[src/egcd_pkg.sv]
// shared types and constants for the euclid gcd engine
package egcd_pkg;

    localparam int unsigned OPERAND_BITS = 32;
    localparam int unsigned RESULT_BITS  = 32;

    typedef enum logic [1:0] {
        ST_IDLE,
        ST_LOAD,
        ST_DIVIDE,
        ST_FINISH
    } t_state;

endpackage

[src/egcd_rem_unit.sv]
// shift-subtract remainder unit, one quotient bit per cycle
module egcd_rem_unit #(
    parameter int unsigned WIDTH = 32
) (
    input  logic             i_clk,
    input  logic             i_rst_n,
    input  logic             i_start,
    input  logic [WIDTH-1:0] i_dividend,
    input  logic [WIDTH-1:0] i_divisor,
    output logic             o_done,
    output logic [WIDTH-1:0] o_remainder
);

    localparam int unsigned CW = $clog2(WIDTH + 1);

    logic [CW-1:0]    r_cnt;
    logic             r_done;
    logic [WIDTH-1:0] r_dvd;
    logic [WIDTH-1:0] r_dvs;
    logic [WIDTH-1:0] r_rem;
    logic [WIDTH-1:0] n_rem;
    logic [WIDTH:0]   w_trial;
    logic [WIDTH:0]   w_diff;

    // bring down the next dividend bit and try one subtract
    always_comb begin
        w_trial = {r_rem, r_dvd[WIDTH-1]};
        w_diff  = w_trial - {1'b0, r_dvs};
        if (w_diff[WIDTH]) begin
            n_rem = w_trial[WIDTH-1:0];
        end else begin
            n_rem = w_diff[WIDTH-1:0];
        end
    end

    always_ff @(posedge i_clk) begin
        if (!i_rst_n) begin
            r_cnt  <= '0;
            r_done <= 1'b0;
        end else begin
            r_done <= 1'b0;
            if (i_start) begin
                r_cnt <= CW'(WIDTH);
            end else if (r_cnt != '0) begin
                r_cnt <= r_cnt - CW'(1);
                if (r_cnt == CW'(1)) begin
                    r_done <= 1'b1;
                end
            end
        end
    end

    always_ff @(posedge i_clk) begin
        if (i_start) begin
            r_dvd <= i_dividend;
            r_dvs <= i_divisor;
            r_rem <= '0;
        end else if (r_cnt != '0) begin
            r_dvd <= {r_dvd[WIDTH-2:0], 1'b0};
            r_rem <= n_rem;
        end
    end

    assign o_done      = r_done;
    assign o_remainder = r_rem;

endmodule

[src/euclid_gcd_engine.sv]
// euclid gcd engine: one request of two operands in, their gcd out
// a zero operand skips the division: the request goes from idle straight to the finish state
// else k euclid steps, at most about 1.44*WIDTH; each is a load state and one pass of the remainder unit
// one request at a time: the next request is taken once the result sits in the output register
// a held result only stalls the next request in its finish state
// reset: synchronous, active low; clears the sequencer and the output valid
module euclid_gcd_engine #(
    parameter int unsigned WIDTH = 32
) (
    input  logic        i_clk,
    input  logic        i_rst_n,
    // request stream
    input  logic        i_s_tvalid,
    output logic        o_s_tready,
    input  logic [63:0] i_s_tdata,   // [31:0] operand_a, [63:32] operand_b
    // result stream
    output logic        o_m_tvalid,
    input  logic        i_m_tready,
    output logic [31:0] o_m_tdata,   // [31:0] divisor
    output logic        o_m_tuser    // [0] both_zero
);

    egcd_pkg::t_state r_state;
    egcd_pkg::t_state n_state;

    logic [WIDTH-1:0] r_big;
    logic [WIDTH-1:0] n_big;
    logic [WIDTH-1:0] r_small;
    logic [WIDTH-1:0] n_small;
    logic             r_zero;
    logic             n_zero;

    logic             r_out_valid;
    logic             n_out_valid;
    logic [egcd_pkg::RESULT_BITS-1:0] r_out_div;
    logic [egcd_pkg::RESULT_BITS-1:0] n_out_div;
    logic             r_out_zero;
    logic             n_out_zero;

    logic [WIDTH-1:0] w_a;
    logic [WIDTH-1:0] w_b;
    logic [egcd_pkg::RESULT_BITS-1:0] w_small_out;

    logic             w_rem_start;
    logic             w_rem_done;
    logic [WIDTH-1:0] w_rem;
    logic             w_accept;

    // operands are taken modulo 2^WIDTH; result is zero-extended or cut to the port width
    generate
        if (WIDTH > egcd_pkg::OPERAND_BITS) begin : g_wide
            assign w_a = {{(WIDTH-32){1'b0}}, i_s_tdata[31:0]};
            assign w_b = {{(WIDTH-32){1'b0}}, i_s_tdata[63:32]};
            assign w_small_out = r_small[31:0];
        end else if (WIDTH == egcd_pkg::OPERAND_BITS) begin : g_equal
            assign w_a = i_s_tdata[31:0];
            assign w_b = i_s_tdata[63:32];
            assign w_small_out = r_small;
        end else begin : g_narrow
            assign w_a = i_s_tdata[WIDTH-1:0];
            assign w_b = i_s_tdata[WIDTH+31:32];
            assign w_small_out = {{(32-WIDTH){1'b0}}, r_small};
        end
    endgenerate

    assign w_accept = i_s_tvalid && o_s_tready;

    egcd_rem_unit #(
        .WIDTH(WIDTH)
    ) u_rem (
        .i_clk       (i_clk),
        .i_rst_n     (i_rst_n),
        .i_start     (w_rem_start),
        .i_dividend  (r_big),
        .i_divisor   (r_small),
        .o_done      (w_rem_done),
        .o_remainder (w_rem)
    );

    always_ff @(posedge i_clk) begin
        if (!i_rst_n) begin
            r_state     <= egcd_pkg::ST_IDLE;
            r_out_valid <= 1'b0;
        end else begin
            r_state     <= n_state;
            r_out_valid <= n_out_valid;
        end
    end

    always_ff @(posedge i_clk) begin
        r_big      <= n_big;
        r_small    <= n_small;
        r_zero     <= n_zero;
        r_out_div  <= n_out_div;
        r_out_zero <= n_out_zero;
    end

    always_comb begin
        n_state     = r_state;
        n_big       = r_big;
        n_small     = r_small;
        n_zero      = r_zero;
        n_out_valid = r_out_valid;
        n_out_div   = r_out_div;
        n_out_zero  = r_out_zero;
        o_s_tready  = 1'b0;
        w_rem_start = 1'b0;

        // result taken downstream frees the output register
        if (r_out_valid && i_m_tready) begin
            n_out_valid = 1'b0;
        end

        unique case (r_state)
            egcd_pkg::ST_IDLE: begin
                o_s_tready = 1'b1;
                if (w_accept) begin
                    if ((w_a == '0) || (w_b == '0)) begin
                        // a zero operand: gcd is the other one, flag when both are zero
                        n_small = w_a | w_b;
                        n_zero  = (w_a | w_b) == '0;
                        n_state = egcd_pkg::ST_FINISH;
                    end else begin
                        // order the pair so the larger is divided first
                        n_zero = 1'b0;
                        if (w_a >= w_b) begin
                            n_big   = w_a;
                            n_small = w_b;
                        end else begin
                            n_big   = w_b;
                            n_small = w_a;
                        end
                        n_state = egcd_pkg::ST_LOAD;
                    end
                end
            end
            egcd_pkg::ST_LOAD: begin
                // kick one remainder pass of big mod small
                w_rem_start = 1'b1;
                n_state     = egcd_pkg::ST_DIVIDE;
            end
            egcd_pkg::ST_DIVIDE: begin
                if (w_rem_done) begin
                    if (w_rem == '0) begin
                        // small divides evenly: it is the gcd
                        n_state = egcd_pkg::ST_FINISH;
                    end else begin
                        n_big   = r_small;
                        n_small = w_rem;
                        n_state = egcd_pkg::ST_LOAD;
                    end
                end
            end
            egcd_pkg::ST_FINISH: begin
                // wait for room in the output register
                if (!r_out_valid || i_m_tready) begin
                    n_out_valid = 1'b1;
                    n_out_div   = w_small_out;
                    n_out_zero  = r_zero;
                    n_state     = egcd_pkg::ST_IDLE;
                end
            end
            default: begin
                n_state = egcd_pkg::ST_IDLE;
            end
        endcase
    end

    assign o_m_tvalid = r_out_valid;
    assign o_m_tdata  = r_out_div;
    assign o_m_tuser  = r_out_zero;

endmodule

[config.mk]
export PLATFORM = sky130hd
export DESIGN_NAME = euclid_gcd_engine
export DESIGN_NICKNAME = d
export VERILOG_FILES = /design/src/egcd_pkg.sv /design/src/egcd_rem_unit.sv /design/src/euclid_gcd_engine.sv
export SDC_FILE = /design/constraint.sdc
export NUM_CORES = 1
export LEC_CHECK = 0
export BUFFER_PORTS_ARGS = -buffer_cell sky130_fd_sc_hd__buf_2
export CORE_ASPECT_RATIO = 1.4
export CORE_MARGIN = 2
export CORE_UTILIZATION = 62
export CTS_BUF_LIST = sky130_fd_sc_hd__clkbuf_4 sky130_fd_sc_hd__clkbuf_8
export CTS_CLUSTER_SIZE = 8
export DETAILED_ROUTE_END_ITERATION = 6
export PLACE_DENSITY = 0.81
export RECOVER_POWER = 25
export SLEW_MARGIN = 25
export SYNTH_ARGS = -nofsm -noshare
export SYNTH_HDL_FRONTEND = slang
export SYNTH_SLANG_ARGS = --single-unit
[constraint.sdc]
create_clock -name i_clk -period 5.7 [get_ports i_clk]
set_clock_uncertainty 0.2 [all_clocks]
set_input_delay 0.855 -clock i_clk [delete_from_list [all_inputs] [get_ports i_clk]]
set_output_delay 0.855 -clock i_clk [all_outputs]
set_load 0.1 [all_outputs]
==> results.toml <==
[outcome]
status = "complete, no violations"

[timing]
setup_ws_ns = 1.93
min_period_over_period = 0.661
hold_viol_final = 0
rsz0062_at_grt = "no"
report.final.slew_viol_count = 0
setup_viol = 0
worst_hold_slack_ns = 0.267
fin_setup_tns_ns = 0
relSlewSlack = 0.146
finalCriticalPeriod_ns = 3.77
timing.fmax_mhz = 266
worst_pin_slew_ns = 1.28

[critical_path]
worstPathMaxFanout = 36
cp.arrival_ns = 4.00
critPathRequiredTime_ns = 5.94
rr_worst_depth = 11
startpoint_type = "flip-flop"
critPathCaptureType = "flip-flop"
crit_type = "flip-flop to flip-flop"
r2r_slack_ns = 1.93

[cts]
clk_pin_slew_ns = 0.06
cts_sinks = 204
holdBufCountCts = 0
cts_tree = "built"
cts_root_buf = "clkbuf_8"
cts_resized = 0
htreeDepth = 1
clk_latency_ns = 0.57
cts_buffer_depth = 3
postCtsSetupBuffers = 0
cts_buffers = 31

[detailed_routing]
drc_errors = 0
wl_per_cell_um = 21.0
ant_nets = 0
vias_per_cell = 6.28
vias = 9905
routed_wl_um = 33200
drt-initial-drc-count = 913
dr.pass1.iters = 5

[global_route]
grt_start_max_net_pins = 69
grt_pass1_wl_um = 50800
grt_overflow = 0
grt_pass1_vias = 9457
antenna_found_initial = 1
grt_util_all_layers = 0.322

[synthesis]
synth_nets = 1383
synth.avg_cell_area_um2 = 9.90
yosys.cell_types.count = 64
synth_edf_count = 162
postSynthCellCount = 1216
yosys-top-cells-area = "edfxtp_1 (40%), ha_1 (10%), dfxtp_1 (7.0%)"
synth.yosys.seq_area_share = 0.474
synth-seq-cells = 204
synth_top_flop_cell = "edfxtp_1"
synth_top_area_share = 0.404
syn_area_mm2 = 0.0120
synth_warnings = 0
synth_area_leader_cell = "edfxtp_1"
synth-async-reset-ratio = 0

[placed_design]
gp_congestion = 0.987
post-dp-hpwl_um = 23800
place_ws_ns = 1.56
port_buffers = 102

[die]
core_area_mm2 = 0.0191
rows = 60
die_w_um = 122
dieArea_mm2 = 0.0206
start_util = 0.629
die_h_um = 169
ioPinCount = 103

[pwr]
vdd_drop_max_mv = 0.306
p_per_area_mw_per_mm2 = 472
p_leak_nw = 5.71

[min_path]
hold_path_depth = 0
hold_class = "flip-flop to flip-flop"

[run]
maxCapViolCount = 0

[layout]
area_delta_synth_final_pct = 11.2
drive_above_1_share = 0.145
nNetsFinal = 1471
-- placed cells by master (no fill, tap or decap), drive strengths merged, types with 16 or more instances in the layout --
cell    netlist  layout
edfxtp      162     162
nand2       158     158
inv         122     122
buf          11     115
ha           98      98
a21oi        94      94
o21ai        80      80
nand3        72      72
mux2i        61      61
clkbuf       49      56
dfxtp        42      42
nor2         38      38
nor4         35      35
o311ai       33      33
xnor2        20      20
nand4        18      18
a21o         16      16
-- power by group --
| group | switching [W] | internal, W | leakage, nW |
|---|---|---|---|
| registers | 0.000389 | 0.00212 | 1.91 |
| clock network | 0.000556 | 0.000673 | 0.344 |
| logic | 0.00154 | 0.00104 | 3.45 |
| total | 0.00248 | 0.00384 | 5.71 |
-- layer usage --
metal  track usage  up-vias  wire [um]
li1              -     4581          -
met1         0.381     4689      12000
met2         0.543      503      16000
met3        0.0441      132       2500
met4         0.214        0       2630
met5             0        -          0
-- cell type report --
class	instances	area [um^2]
Clock buffer	55	619
Tap cell	248	310
Antenna cell	1	2.50
Fill cell	1494	5760
Clock inverter	2	8.76
Timing Repair Buffer	116	632
Inverter	122	458
Multi-Input combinational cell	829	5650
Sequential cell	204	5710
-- synthesized netlist by cell type, types with 6 or more instances --
cell type,instances
dfxtp_1,42
xnor2_1,19
edfxtp_1,162
nand2_1,158
clkbuf_1,49
a21oi_1,92
o31ai_1,7
o311ai_0,33
nand2b_1,8
nor2_1,37
mux2i_1,61
ha_1,98
inv_1,122
xor2_1,10
o21bai_1,7
nand3_1,72
a21o_1,15
nor2b_1,6
o21ai_0,77
nor4_1,35
nand4_1,18
-- sequential cells by signal, indices dropped and copies added (netlist names), 2 cells and up --
register           count
r_small               32
u_rem.r_dvd           32
r_state                2
u_rem.o_remainder     32
r_big                 32
u_rem.r_dvs           32
u_rem.r_cnt            6
o_m_tdata             32
-- kinds of logic (layout without fill, tap and decap cells) --
| group | count (synthesis) | count (layout) | share of synthesized area |
|---|---|---|---|
| xor+xnor | 30 | 30 | 0.0234 |
| other cells | 0 | 1 | 0 |
| mux | 63 | 63 | 0.0526 |
| buf+inv | 183 | 295 | 0.0614 |
| compound gates | 278 | 278 | 0.145 |
| fa+ha+maj | 99 | 99 | 0.104 |
| simple gates | 359 | 359 | 0.140 |
| flops | 204 | 204 | 0.474 |
-- critical path: stages, from the launching register on --
cell and delay, ns:
dfxtp_1 0.52, ha_1 0.38, a21oi_2 0.22, nor2b_1 0.06
or4_1 0.47, a21o_1 0.23, a211oi_4 0.37, o21ai_4 0.14
xnor2_4 0.13, buf_4 0.48, nor4b_1 0.32, o31ai_1 0.09
-- final timing paths --
kind / from / to
hold reg to reg: r_zero / o_m_tuser
hold / removal: r_zero / o_m_tuser
setup reg to reg: u_rem.o_remainder[12] / u_rem.o_remainder[29]
setup / recovery: u_rem.o_remainder[12] / u_rem.o_remainder[29]
-- per-stage QoR --
stage | total power [W] | util | instances | cell area (um^2)
floorplan | 0.00442 | - | 1216 | 12000
detailed placement | 0.00506 | 0.665 | 1517 | 12700
CTS | 0.00629 | 0.698 | 1574 | 13400
global route | 0.00670 | 0.699 | 1576 | 13400
finish | 0.00632 | 0.699 | 1577 | 13400
global placement | 0.00498 | 0.665 | 1517 | 12700
No activity file was read; power rests on OpenSTA's default activity.
